[src/rtl/tagged_block_pool_allocator_top_assert.svh]
// Assertion macros shared by the allocator modules.
// Both expect ports named clock and reset in the module that uses them.
`ifndef TAGGED_BLOCK_POOL_ALLOCATOR_TOP_ASSERT_SVH
`define TAGGED_BLOCK_POOL_ALLOCATOR_TOP_ASSERT_SVH

// same-cycle implication
`define TBPA_ASSERT_IMP(lbl, ante, cons) \
   lbl: assert property (@(posedge clock) disable iff (reset) (ante) |-> (cons)) \
      else $error("tbpa: assertion failed");

// next-cycle implication
`define TBPA_ASSERT_NXT(lbl, ante, cons) \
   lbl: assert property (@(posedge clock) disable iff (reset) (ante) |=> (cons)) \
      else $error("tbpa: assertion failed");

`endif

[src/rtl/tbpa_pkg.sv]
package tbpa_pkg;

   localparam int BLOCKS = 64;
   localparam int IDX_W  = 6;
   localparam int CNT_W  = 7;
   localparam int CHAN_W = 5;
   localparam int TAG_W  = 3;

   localparam logic [CNT_W-1:0] BLOCKS_CNT     = CNT_W'(BLOCKS);
   localparam logic [31:0]      BLOCK_SIZE_RST = 32'd32768;
   localparam logic [CNT_W-1:0] MIN_BLOCKS_RST = 7'd12;

   localparam logic [2:0] FUNC_RESERVE = 3'd0;
   localparam logic [2:0] FUNC_RELEASE = 3'd1;
   localparam logic [2:0] FUNC_LIST    = 3'd2;
   localparam logic [2:0] FUNC_FREE    = 3'd3;
   localparam logic [2:0] FUNC_REINIT  = 3'd4;

   localparam logic [TAG_W-1:0] TAG_NONE     = 3'd0;
   localparam logic [TAG_W-1:0] TAG_ADC      = 3'd1;
   localparam logic [TAG_W-1:0] TAG_DAC      = 3'd2;
   localparam logic [TAG_W-1:0] TAG_GPIO     = 3'd3;
   localparam logic [TAG_W-1:0] TAG_ADC_SKIP = 3'd4;

   localparam logic [1:0] CSR_BASE  = 2'd0;
   localparam logic [1:0] CSR_SIZE  = 2'd1;
   localparam logic [1:0] CSR_COUNT = 2'd2;
   localparam logic [1:0] CSR_MIN   = 2'd3;

   typedef logic [2:0] mode_type;
   localparam mode_type MODE_TAKE       = 3'd0;
   localparam mode_type MODE_TRIM       = 3'd1;
   localparam mode_type MODE_RELEASE    = 3'd2;
   localparam mode_type MODE_COUNT_TAG  = 3'd3;
   localparam mode_type MODE_LIST       = 3'd4;
   localparam mode_type MODE_COUNT_FREE = 3'd5;

   typedef logic [1:0] res_type;
   localparam res_type RES_ZERO = 2'd0;
   localparam res_type RES_GOT  = 2'd1;
   localparam res_type RES_FAIL = 2'd2;
   localparam res_type RES_SIZE = 2'd3;

   typedef struct packed {
      logic     load;
      logic     walk_init;
      logic     clr_cnt;
      logic     walk;
      mode_type mode;
      logic     emit;
      res_type  res_sel;
      logic     reinit;
   } cmd_type;

   typedef struct packed {
      logic [2:0] func;
      logic       chans_zero;
      logic       walk_done;
      logic       out_free;
      logic       min_fail;
      logic       cnt_zero;
      logic       reinit_fail;
   } sts_type;

endpackage

[src/rtl/tbpa_datapath.sv]
`include "tagged_block_pool_allocator_top_assert.svh"

module tbpa_datapath
   import tbpa_pkg::*;
(
   input  logic                clock,
   input  logic                reset,
   input  logic [2:0]          req_func,
   input  logic [TAG_W-1:0]    req_owner_tag,
   input  logic [CNT_W-1:0]    req_block_request,
   input  logic [CHAN_W-1:0]   req_channel_count,
   input  logic                csr_wr,
   input  logic [1:0]          csr_index,
   input  logic [31:0]         csr_data,
   input  logic                rsp_stall,
   output logic                rsp_valid,
   output logic                rsp_status,
   output logic [CNT_W-1:0]    rsp_count,
   output logic                rsp_found,
   output logic [IDX_W-1:0]    rsp_block_index,
   output logic [31:0]         rsp_region_start,
   output logic                rsp_last,
   input  cmd_type             cmd,
   output sts_type             sts
);

   logic [31:0]       base_ff, bsize_ff;
   logic [CNT_W-1:0]  bcount_ff, minb_ff;
   logic [2:0]        func_ff;
   logic [TAG_W-1:0]  tag_ff;
   logic [CNT_W-1:0]  req_ff;
   logic [CHAN_W-1:0] chans_ff;
   logic [CNT_W-1:0]  table_size_ff;
   logic [CNT_W-1:0]  new_size;

   logic [CNT_W-1:0]  rd_idx_ff;
   logic [31:0]       rd_addr_ff, proc_addr_ff;
   logic              proc_valid_ff;
   logic [IDX_W-1:0]  proc_idx_ff;
   logic [3:0]        tbl_ff [BLOCKS];
   logic [3:0]        rd_data_ff;
   logic              rd_vld_ff;
   logic [BLOCKS-1:0] vld_ff;

   logic [CNT_W-1:0]  got_ff, got_in, k_ff, k_in;
   logic [CHAN_W-1:0] mod_ff, mod_in, mod_inc;

   logic              rsp_valid_ff, rsp_status_ff, rsp_found_ff, rsp_last_ff;
   logic [CNT_W-1:0]  rsp_count_ff;
   logic [IDX_W-1:0]  rsp_idx_ff;
   logic [31:0]       rsp_start_ff;

   logic              rd_more, advance, consume, list_hold, out_free;
   logic              ent_free, match, we, list_emit, emit_any, list_last;
   logic [TAG_W-1:0]  ent_tag;
   logic [3:0]        wdata;
   logic [CNT_W-1:0]  minimum;

   always_ff @(posedge clock) begin
      if (reset) begin
         base_ff   <= '0;
         bsize_ff  <= BLOCK_SIZE_RST;
         bcount_ff <= '0;
         minb_ff   <= MIN_BLOCKS_RST;
      end else if (csr_wr) begin
         unique case (csr_index)
            CSR_BASE:  base_ff   <= csr_data;
            CSR_SIZE:  bsize_ff  <= csr_data;
            CSR_COUNT: bcount_ff <= csr_data[CNT_W-1:0];
            CSR_MIN:   minb_ff   <= csr_data[CNT_W-1:0];
         endcase
      end
   end

   always_ff @(posedge clock) begin
      if (cmd.load) begin
         func_ff  <= req_func;
         tag_ff   <= req_owner_tag;
         req_ff   <= (req_block_request > BLOCKS_CNT) ? BLOCKS_CNT : req_block_request;
         chans_ff <= req_channel_count;
      end
   end

   assign new_size = (bcount_ff > BLOCKS_CNT) ? BLOCKS_CNT : bcount_ff;

   always_ff @(posedge clock) begin
      if (reset) begin
         table_size_ff <= '0;
      end else if (cmd.reinit) begin
         table_size_ff <= new_size;
      end
   end

   // table walk: read one entry ahead, modify the entry behind
   assign rd_more   = rd_idx_ff < table_size_ff;
   assign ent_free  = rd_vld_ff ? rd_data_ff[3]   : 1'b1;
   assign ent_tag   = rd_vld_ff ? rd_data_ff[2:0] : TAG_NONE;
   assign match     = ent_tag == tag_ff;
   assign out_free  = !rsp_valid_ff || !rsp_stall;
   assign list_hold = proc_valid_ff && (cmd.mode == MODE_LIST) && match && !out_free;
   assign advance   = cmd.walk && !cmd.walk_init && !list_hold;
   assign consume   = proc_valid_ff && advance;

   always_ff @(posedge clock) begin
      if (reset) begin
         rd_idx_ff     <= '0;
         proc_valid_ff <= 1'b0;
      end else if (cmd.walk_init) begin
         rd_idx_ff     <= '0;
         proc_valid_ff <= 1'b0;
      end else if (advance) begin
         proc_valid_ff <= rd_more;
         if (rd_more) begin
            rd_idx_ff <= rd_idx_ff + CNT_W'(1);
         end
      end
   end

   always_ff @(posedge clock) begin
      if (cmd.walk_init) begin
         rd_addr_ff <= base_ff;
      end else if (advance && rd_more) begin
         rd_addr_ff   <= rd_addr_ff + bsize_ff;
         proc_addr_ff <= rd_addr_ff;
         proc_idx_ff  <= rd_idx_ff[IDX_W-1:0];
      end
   end

   always_ff @(posedge clock) begin
      if (we) begin
         tbl_ff[proc_idx_ff] <= wdata;
      end
      if (advance && rd_more) begin
         rd_data_ff <= tbl_ff[rd_idx_ff[IDX_W-1:0]];
         rd_vld_ff  <= vld_ff[rd_idx_ff[IDX_W-1:0]];
      end
   end

   // entries not yet written since reinit read as free, tag none
   always_ff @(posedge clock) begin
      if (reset || cmd.reinit) begin
         vld_ff <= '0;
      end else if (we) begin
         vld_ff[proc_idx_ff] <= 1'b1;
      end
   end

   assign mod_inc = mod_ff + CHAN_W'(1);

   always_comb begin
      we        = 1'b0;
      wdata     = {1'b1, TAG_NONE};
      got_in    = got_ff;
      mod_in    = mod_ff;
      k_in      = k_ff;
      list_emit = 1'b0;
      if (cmd.walk_init) begin
         k_in = '0;
         if (cmd.clr_cnt) begin
            got_in = '0;
            mod_in = '0;
         end
      end else if (consume) begin
         unique case (cmd.mode)
            MODE_TAKE: begin
               if (ent_free && (got_ff < req_ff)) begin
                  we     = 1'b1;
                  wdata  = {1'b0, tag_ff};
                  got_in = got_ff + CNT_W'(1);
                  mod_in = (mod_inc == chans_ff) ? '0 : mod_inc;
               end
            end
            MODE_TRIM: begin
               if ((mod_ff != '0) && match) begin
                  we     = 1'b1;
                  got_in = got_ff - CNT_W'(1);
                  mod_in = mod_ff - CHAN_W'(1);
               end
            end
            MODE_RELEASE: begin
               we = match;
            end
            MODE_COUNT_TAG: begin
               if (match) begin
                  got_in = got_ff + CNT_W'(1);
               end
            end
            MODE_COUNT_FREE: begin
               if (ent_free) begin
                  got_in = got_ff + CNT_W'(1);
               end
            end
            MODE_LIST: begin
               if (match) begin
                  list_emit = 1'b1;
                  k_in      = k_ff + CNT_W'(1);
               end
            end
            default: ;
         endcase
      end
   end

   always_ff @(posedge clock) begin
      if (reset) begin
         got_ff <= '0;
         mod_ff <= '0;
         k_ff   <= '0;
      end else begin
         got_ff <= got_in;
         mod_ff <= mod_in;
         k_ff   <= k_in;
      end
   end

   // output word register
   assign emit_any  = cmd.emit || list_emit;
   assign list_last = (k_ff + CNT_W'(1)) == got_ff;

   always_ff @(posedge clock) begin
      if (reset) begin
         rsp_valid_ff <= 1'b0;
      end else if (emit_any) begin
         rsp_valid_ff <= 1'b1;
      end else if (!rsp_stall) begin
         rsp_valid_ff <= 1'b0;
      end
   end

   always_ff @(posedge clock) begin
      if (list_emit) begin
         rsp_status_ff <= 1'b0;
         rsp_count_ff  <= '0;
         rsp_found_ff  <= 1'b1;
         rsp_idx_ff    <= proc_idx_ff;
         rsp_start_ff  <= proc_addr_ff;
         rsp_last_ff   <= list_last;
      end else if (cmd.emit) begin
         rsp_status_ff <= cmd.res_sel == RES_FAIL;
         unique case (cmd.res_sel)
            RES_GOT:  rsp_count_ff <= got_ff;
            RES_SIZE: rsp_count_ff <= new_size;
            default:  rsp_count_ff <= '0;
         endcase
         rsp_found_ff <= 1'b0;
         rsp_idx_ff   <= '0;
         rsp_start_ff <= '0;
         rsp_last_ff  <= 1'b1;
      end
   end

   assign rsp_valid        = rsp_valid_ff;
   assign rsp_status       = rsp_status_ff;
   assign rsp_count        = rsp_count_ff;
   assign rsp_found        = rsp_found_ff;
   assign rsp_block_index  = rsp_idx_ff;
   assign rsp_region_start = rsp_start_ff;
   assign rsp_last         = rsp_last_ff;

   always_comb begin
      priority case (tag_ff)
         TAG_ADC, TAG_DAC, TAG_GPIO: minimum = minb_ff;
         TAG_ADC_SKIP:               minimum = CNT_W'(1);
         default:                    minimum = '0;
      endcase
   end

   assign sts.func        = func_ff;
   assign sts.chans_zero  = chans_ff == '0;
   assign sts.walk_done   = !rd_more && !proc_valid_ff;
   assign sts.out_free    = out_free;
   assign sts.min_fail    = minimum > got_ff;
   assign sts.cnt_zero    = got_ff == '0;
   assign sts.reinit_fail = bcount_ff < minb_ff;

   `TBPA_ASSERT_IMP(take_mod_in_range, cmd.walk && (cmd.mode == MODE_TAKE),
                    (chans_ff != '0) && (mod_ff < chans_ff))
   `TBPA_ASSERT_IMP(trim_within_got, cmd.walk && (cmd.mode == MODE_TRIM), mod_ff <= got_ff)
   `TBPA_ASSERT_IMP(proc_in_table, proc_valid_ff, {1'b0, proc_idx_ff} < table_size_ff)

endmodule

[src/rtl/tbpa_ctrl.sv]
`include "tagged_block_pool_allocator_top_assert.svh"

module tbpa_ctrl
   import tbpa_pkg::*;
(
   input  logic    clock,
   input  logic    reset,
   input  logic    req_valid,
   output logic    req_stall,
   output cmd_type cmd,
   input  sts_type sts
);

   localparam logic [3:0] S_IDLE     = 4'd0;
   localparam logic [3:0] S_DECODE   = 4'd1;
   localparam logic [3:0] S_TAKE     = 4'd2;
   localparam logic [3:0] S_TRIM     = 4'd3;
   localparam logic [3:0] S_FAIL_REL = 4'd4;
   localparam logic [3:0] S_REL      = 4'd5;
   localparam logic [3:0] S_CNT_TAG  = 4'd6;
   localparam logic [3:0] S_LIST     = 4'd7;
   localparam logic [3:0] S_CNT_FREE = 4'd8;
   localparam logic [3:0] S_RESULT   = 4'd9;
   localparam logic [3:0] S_REINIT   = 4'd10;

   logic [3:0] state_ff, state_in;
   res_type    res_sel_ff, res_sel_in;

   always_comb begin
      cmd         = '0;
      cmd.res_sel = res_sel_ff;
      state_in    = state_ff;
      res_sel_in  = res_sel_ff;
      unique case (state_ff)
         S_IDLE: begin
            if (req_valid) begin
               cmd.load = 1'b1;
               state_in = S_DECODE;
            end
         end
         S_DECODE: begin
            priority case (sts.func)
               FUNC_RESERVE: begin
                  if (sts.chans_zero) begin
                     res_sel_in = RES_ZERO;
                     state_in   = S_RESULT;
                  end else begin
                     cmd.walk_init = 1'b1;
                     cmd.clr_cnt   = 1'b1;
                     state_in      = S_TAKE;
                  end
               end
               FUNC_RELEASE: begin
                  cmd.walk_init = 1'b1;
                  state_in      = S_REL;
               end
               FUNC_LIST: begin
                  cmd.walk_init = 1'b1;
                  cmd.clr_cnt   = 1'b1;
                  state_in      = S_CNT_TAG;
               end
               FUNC_FREE: begin
                  cmd.walk_init = 1'b1;
                  cmd.clr_cnt   = 1'b1;
                  state_in      = S_CNT_FREE;
               end
               FUNC_REINIT: begin
                  state_in = S_REINIT;
               end
               default: begin
                  res_sel_in = RES_ZERO;
                  state_in   = S_RESULT;
               end
            endcase
         end
         S_TAKE: begin
            cmd.walk = 1'b1;
            cmd.mode = MODE_TAKE;
            if (sts.walk_done) begin
               cmd.walk_init = 1'b1;
               state_in      = S_TRIM;
            end
         end
         S_TRIM: begin
            cmd.walk = 1'b1;
            cmd.mode = MODE_TRIM;
            if (sts.walk_done) begin
               if (sts.min_fail) begin
                  cmd.walk_init = 1'b1;
                  state_in      = S_FAIL_REL;
               end else begin
                  res_sel_in = RES_GOT;
                  state_in   = S_RESULT;
               end
            end
         end
         S_FAIL_REL, S_REL: begin
            cmd.walk = 1'b1;
            cmd.mode = MODE_RELEASE;
            if (sts.walk_done) begin
               res_sel_in = RES_ZERO;
               state_in   = S_RESULT;
            end
         end
         S_CNT_TAG: begin
            cmd.walk = 1'b1;
            cmd.mode = MODE_COUNT_TAG;
            if (sts.walk_done) begin
               if (sts.cnt_zero) begin
                  res_sel_in = RES_ZERO;
                  state_in   = S_RESULT;
               end else begin
                  cmd.walk_init = 1'b1;
                  state_in      = S_LIST;
               end
            end
         end
         S_LIST: begin
            cmd.walk = 1'b1;
            cmd.mode = MODE_LIST;
            if (sts.walk_done) begin
               state_in = S_IDLE;
            end
         end
         S_CNT_FREE: begin
            cmd.walk = 1'b1;
            cmd.mode = MODE_COUNT_FREE;
            if (sts.walk_done) begin
               res_sel_in = RES_GOT;
               state_in   = S_RESULT;
            end
         end
         S_RESULT: begin
            if (sts.out_free) begin
               cmd.emit = 1'b1;
               state_in = S_IDLE;
            end
         end
         S_REINIT: begin
            if (sts.out_free) begin
               cmd.emit    = 1'b1;
               cmd.res_sel = sts.reinit_fail ? RES_FAIL : RES_SIZE;
               cmd.reinit  = !sts.reinit_fail;
               state_in    = S_IDLE;
            end
         end
         default: begin
            state_in = S_IDLE;
         end
      endcase
   end

   always_ff @(posedge clock) begin
      if (reset) begin
         state_ff   <= S_IDLE;
         res_sel_ff <= RES_ZERO;
      end else begin
         state_ff   <= state_in;
         res_sel_ff <= res_sel_in;
      end
   end

   assign req_stall = state_ff != S_IDLE;

   `TBPA_ASSERT_IMP(emit_needs_room, cmd.emit, sts.out_free)
   `TBPA_ASSERT_NXT(load_blocks_input, cmd.load, req_stall)
   `TBPA_ASSERT_IMP(reinit_with_word, cmd.reinit, cmd.emit && !sts.reinit_fail)

endmodule

[src/rtl/tagged_block_pool_allocator_top.sv]
// Tagged block pool allocator.
// Request channel (req_*): one word per operation (reserve, release, list
// regions, free count, reinit), taken when req_valid is high and req_stall low.
// Response channel (rsp_*): one word per operation, except list regions,
// which returns one word per block of the tag in index order (one zero-count
// word if none), the final one flagged with rsp_last. The block holds rsp_*
// while rsp_stall is high. Registers (csr_*): base address, block size, block
// count, min blocks, written by index; the user must write them only while no
// operation is in flight, as the block does not enforce it; csr_ready is
// always high. Table passes run on the 64-entry table with one read and one
// write port (read one entry, write back the one before). Reserve is two
// passes, three when the tag minimum fails; release and free count one pass;
// list regions a count pass and, if the count is not zero, a list pass;
// reinit and the other codes none. A stalled response pauses the list pass.
// Reset clears the registers to their defaults and empties the table (size 0);
// reinit rebuilds it at once, all blocks free, unless block count < min blocks.
module tagged_block_pool_allocator_top
   import tbpa_pkg::*;
(
   input  logic                clock,
   input  logic                reset,
   input  logic                req_valid,
   output logic                req_stall,
   input  logic [2:0]          req_func,
   input  logic [TAG_W-1:0]    req_owner_tag,
   input  logic [CNT_W-1:0]    req_block_request,
   input  logic [CHAN_W-1:0]   req_channel_count,
   output logic                rsp_valid,
   input  logic                rsp_stall,
   output logic                rsp_status,
   output logic [CNT_W-1:0]    rsp_count,
   output logic                rsp_found,
   output logic [IDX_W-1:0]    rsp_block_index,
   output logic [31:0]         rsp_region_start,
   output logic                rsp_last,
   input  logic                csr_valid,
   output logic                csr_ready,
   input  logic [1:0]          csr_index,
   input  logic [31:0]         csr_data
);

   cmd_type cmd;
   sts_type sts;
   logic    csr_wr;

   assign csr_ready = 1'b1;
   assign csr_wr    = csr_valid && csr_ready;

   tbpa_ctrl u_ctrl (
      .clock     (clock),
      .reset     (reset),
      .req_valid (req_valid),
      .req_stall (req_stall),
      .cmd       (cmd),
      .sts       (sts)
   );

   tbpa_datapath u_datapath (
      .clock             (clock),
      .reset             (reset),
      .req_func          (req_func),
      .req_owner_tag     (req_owner_tag),
      .req_block_request (req_block_request),
      .req_channel_count (req_channel_count),
      .csr_wr            (csr_wr),
      .csr_index         (csr_index),
      .csr_data          (csr_data),
      .rsp_stall         (rsp_stall),
      .rsp_valid         (rsp_valid),
      .rsp_status        (rsp_status),
      .rsp_count         (rsp_count),
      .rsp_found         (rsp_found),
      .rsp_block_index   (rsp_block_index),
      .rsp_region_start  (rsp_region_start),
      .rsp_last          (rsp_last),
      .cmd               (cmd),
      .sts               (sts)
   );

endmodule
[config.mk]
export PLATFORM = sky130hd
export DESIGN_NAME = tagged_block_pool_allocator_top
export DESIGN_NICKNAME = d
export VERILOG_FILES = /design/src/rtl/tbpa_pkg.sv /design/src/rtl/tbpa_datapath.sv /design/src/rtl/tbpa_ctrl.sv /design/src/rtl/tagged_block_pool_allocator_top.sv
export VERILOG_INCLUDE_DIRS = /design/src /design/src/rtl
export SDC_FILE = /design/constraint.sdc
export NUM_CORES = 1
export LEC_CHECK = 0
export BUFFER_PORTS_ARGS = -buffer_cell sky130_fd_sc_hd__buf_2
export CORE_ASPECT_RATIO = 1.4
export CORE_UTILIZATION = 32
export DETAILED_ROUTE_END_ITERATION = 12
export SYNTH_ARGS = -nofsm -noshare
export SYNTH_HDL_FRONTEND = slang
export SYNTH_SLANG_ARGS = --single-unit
export TNS_END_PERCENT = 50
[constraint.sdc]
create_clock -name clock -period 9.9 [get_ports clock]
set_input_delay 0 -clock clock [delete_from_list [all_inputs] [get_ports clock]]
set_output_delay 0 -clock clock [all_outputs]
set_load 0.01 [all_outputs]
==> results.py <==
metrics = {
    "power": {
        "internal_power_mw": 4.10,
        "power_frac_clock_pct": 38.7,
        "ir_drop_mv": 0.156,
        "power_frac_seq_pct": 50.2,
        "p_leak_nw": 9.64,
        "swShare_pct": 25.4,
        "power_switching_mw": 1.39,
        "pwr-share-comb_pct": 11.1,
        "powerDensity_mw_per_mm2": 187,
    },
    "floorplan": {
        "die_w_um": 240,
        "core_area_mm2": 0.0781,
        "initial_core_util_pct": 32.5,
        "die_y_um": 335,
        "fp-row-count": 121,
        "io-pin-count": 108,
        "die_area_mm2": 0.0806,
    },
    "timing": {
        "setup_tns_ps": 0,
        "fin_crit_sh_pct": 42.1,
        "fin_ws_ps": 5740,
        "hold_viol_final": 0,
        "hold-worst-slack_ps": 90.5,
        "finalSetupViolCount": 0,
        "max_clock_freq_mhz": 240,
        "final_max_slew_viol_count": 0,
        "slew_headroom_pct": 16.6,
        "fin_crit_ps": 4160,
        "rsz0062_at_grt": "no",
        "tightest_slew_ps": 1250,
        "clock_skew_ps": 27.4,
    },
    "yosys": {
        "synth_edf_count": 388,
        "avgSynthCellArea_um2": 13.2,
        "ys_seq_elements": 579,
        "synth-main-ff-cell": "edfxtp_1",
        "synth_cell_types": 84,
        "synth_commonest_cells": "388 x edfxtp_1, 224 x nand2_1, 191 x dfxtp_1, 127 x a21oi_1, 105 x mux4_2",
        "post-synth-top-count-cell": "edfxtp_1",
        "synth_area_mm2": 0.0254,
        "synth_top_cell_by_area": "edfxtp_1",
        "synthArstFlopShare_pct": 0,
        "synth_top_area_share_pct": 45.8,
        "synth-seq-area-share_pct": 60.9,
        "synthCells": 1924,
        "synth_nets": 2049,
        "synthTopCellsByArea": "edfxtp_1 46%, dfxtp_1 15%, mux4_2 9.3%",
        "yosysWarnings": 0,
    },
    "worst_setup_path": {
        "cp_cell_sequence": "nor2_1 > nor3_1 > ha_1 > and4_1 > o21a_1 > o31ai_1 > o21a_1 > o31ai_4 > buf_4 > or2_2",
        "setup.worst_path.class": "flop to flop",
        "cp.arrival_ps": 4410,
        "cp_common_cell": "o21a_1",
        "setup.worst_path.end_class": "flop",
        "cp-start-kind": "flop",
        "crit_slowest_cell": "or2_2",
        "max_stage_delay_ps": 840,
        "cp_max_fo": 83,
        "worstPathRequired_ps": 10140,
    },
    "final_layout": {
        "stdcell_count": 3137,
        "area_growth_syn_to_layout_pct": 15.5,
        "fillers": 7435,
        "drive_gt1_share_pct": 20.6,
        "nNetsFinal": 2173,
        "n_antenna_cell": 0,
    },
    "drt": {
        "detail_route.wl_per_cell_um": 19.9,
        "ant_nets": 0,
        "drt-pass1-iter-count": 5,
        "routed_wirelength_um": 62500,
        "drc": 0,
        "drtIter0Drc": 1178,
        "dr_total_vias": 15900,
        "via_per_inst": 5.07,
    },
    "status": {
        "outcome": "completed",
    },
    "clock_network": {
        "cts_num_sinks": 579,
        "numCtsBuffers": 53,
        "htree_levels": 2,
        "cts_tree": "done",
        "clk_pin_slew_worst_paths_ps": 70,
        "clock_latency_ps": 620,
        "post_cts_buffers": 0,
        "clockBufferDepth": 3,
        "ctsResizeCount": 0,
        "root_buffer": "clkbuf_16",
    },
    "place": {
        "port-buffer-count": 106,
        "place_ws_ps": 5730,
        "routabilityCongestion": 0.891,
        "dp_hpwl_um": 42100,
        "dp.cells": 2980,
    },
    "global_route": {
        "overflow": 0,
        "grt_usage_pct": 15.7,
        "grt_pass1_wl_um": 97300,
        "grt_start_max_net_pins": 84,
        "antenna_found_initial": 0,
        "grt_pass1_vias": 16700,
    },
    "flow_run": {
        "maxCapViolations": 0,
    },
    "min_path": {
        "hold_path.class": "primary input to flop",
    },
}
## power groups by stage
| stage | clock [mW] | sequential [mW] | combinational (mW) |
|---|---|---|---|
| after detailed placement | 0 | 2.81 | 0.592 |
| final | 2.13 | 2.76 | 0.610 |
| after global routing | 2.26 | 2.77 | 0.676 |
| after CTS | 2.18 | 2.76 | 0.613 |
| after floorplan | 0 | 2.78 | 0.436 |
| after global placement | 0 | 2.81 | 0.578 |
## worst max-delay path, delay by kind of cell, from the launching register on
family	cells	cell delay, ps
DFF	1	440
buffers and inverters	1	660
AOI/OAI and AO/OA	4	610
adders and majority gates	1	330
and+or+nand+nor	4	1660
## repair_timing
item | CTS | global route
hold buffers | 58 | 0
setup endpoints to repair | 0 | 0
endpoints found under the hold margin | 130 | 0
## cell type report
class,instances,area [um2],area share [%]
inverters,48,180,0.614
multi-input cells,1187,9340,31.8
flip-flops and latches,579,15500,52.8
clock buffers,70,1500,5.12
clock inverters,29,313,1.07
well taps,1045,1310,4.46
repair buffers,179,1220,4.17
## path summary, 6_finish.rpt
path | startpoint | end | slack [ps] | cells after the start
max | u_datapath.tag_ff[1] | u_datapath.rd_addr_ff[30] | 5740 | 10
min reg2reg | u_datapath.bsize_ff[6] | u_datapath.bsize_ff[6] | 460 | 2
max reg2reg | u_datapath.tag_ff[1] | u_datapath.rd_addr_ff[30] | 5740 | 10
min | req_channel_count[2] | u_datapath.chans_ff[2] | 90 | 2
## layer usage
layer  up-vias  GRT usage [%]  share of wire [%]
met2       425           29.7                 54
met3       126           2.14                3.9
li1       7399              -                  -
met5         -              0                  0
met4         0           6.56                4.0
met1      7955           17.3                 38
## cells in the final DEF, fill, tap and decap left out, types with 42 or more instances in the layout
cell type	n
dfxtp_1	188
nor2_1	82
edfxtp_1	388
mux4_2	105
nor2_2	68
inv_1	47
dlygate4sd3_1	58
and3_1	42
ha_1	66
o21ai_0	47
o21a_1	74
clkbuf_16	54
buf_2	106
a21oi_1	127
nand2_1	223
## state kept, by name (all words and copies together), names as in the netlist, 4 cells and up
signal / flops
u_datapath.minb_ff: 7
u_datapath.mod_ff: 5
u_datapath.bcount_ff: 7
u_datapath.tbl_ff: 256
u_datapath.base_ff: 32
u_datapath.vld_ff: 64
u_datapath.chans_ff: 5
u_datapath.proc_addr_ff: 32
u_datapath.k_ff: 7
u_datapath.table_size_ff: 7
u_datapath.proc_idx_ff: 6
u_ctrl.state_ff: 4
u_datapath.rsp_count: 7
u_datapath.rd_data_ff: 4
u_datapath.got_ff: 7
u_datapath.rsp_region_start: 32
u_datapath.rd_addr_ff: 32
u_datapath.rsp_block_index: 6
u_datapath.req_ff: 7
u_datapath.bsize_ff: 32
u_datapath.rd_idx_ff: 7
## stage by stage
| stage | instance area, um2 | power [mW] | utilization (%) |
|---|---|---|---|
| floorplan | 25400 | 3.21 | - |
| global placement | 27000 | 3.38 | 34.5 |
| detailed placement | 27000 | 3.40 | 34.5 |
| CTS | 29300 | 5.55 | 37.6 |
| global route | 29300 | 5.71 | 37.6 |
| finish | 29300 | 5.50 | 37.6 |
## cells by family (layout without fill, tap and decap cells)
kind of cell / Yosys count / count (layout) / synth area share (%)
and+or+nand+nor: 558 / 558 / 11.3
muxes: 126 / 126 / 10.1
adders and majority gates: 68 / 68 / 3.41
other: 1 / 1 / 0.0148
AOI/OAI and AO/OA: 371 / 371 / 9.57
DFF: 579 / 579 / 60.9
xor gates and xnor gates: 63 / 63 / 2.17
buffers and inverters: 158 / 326 / 2.52
Power figures use the tool's default switching activity.
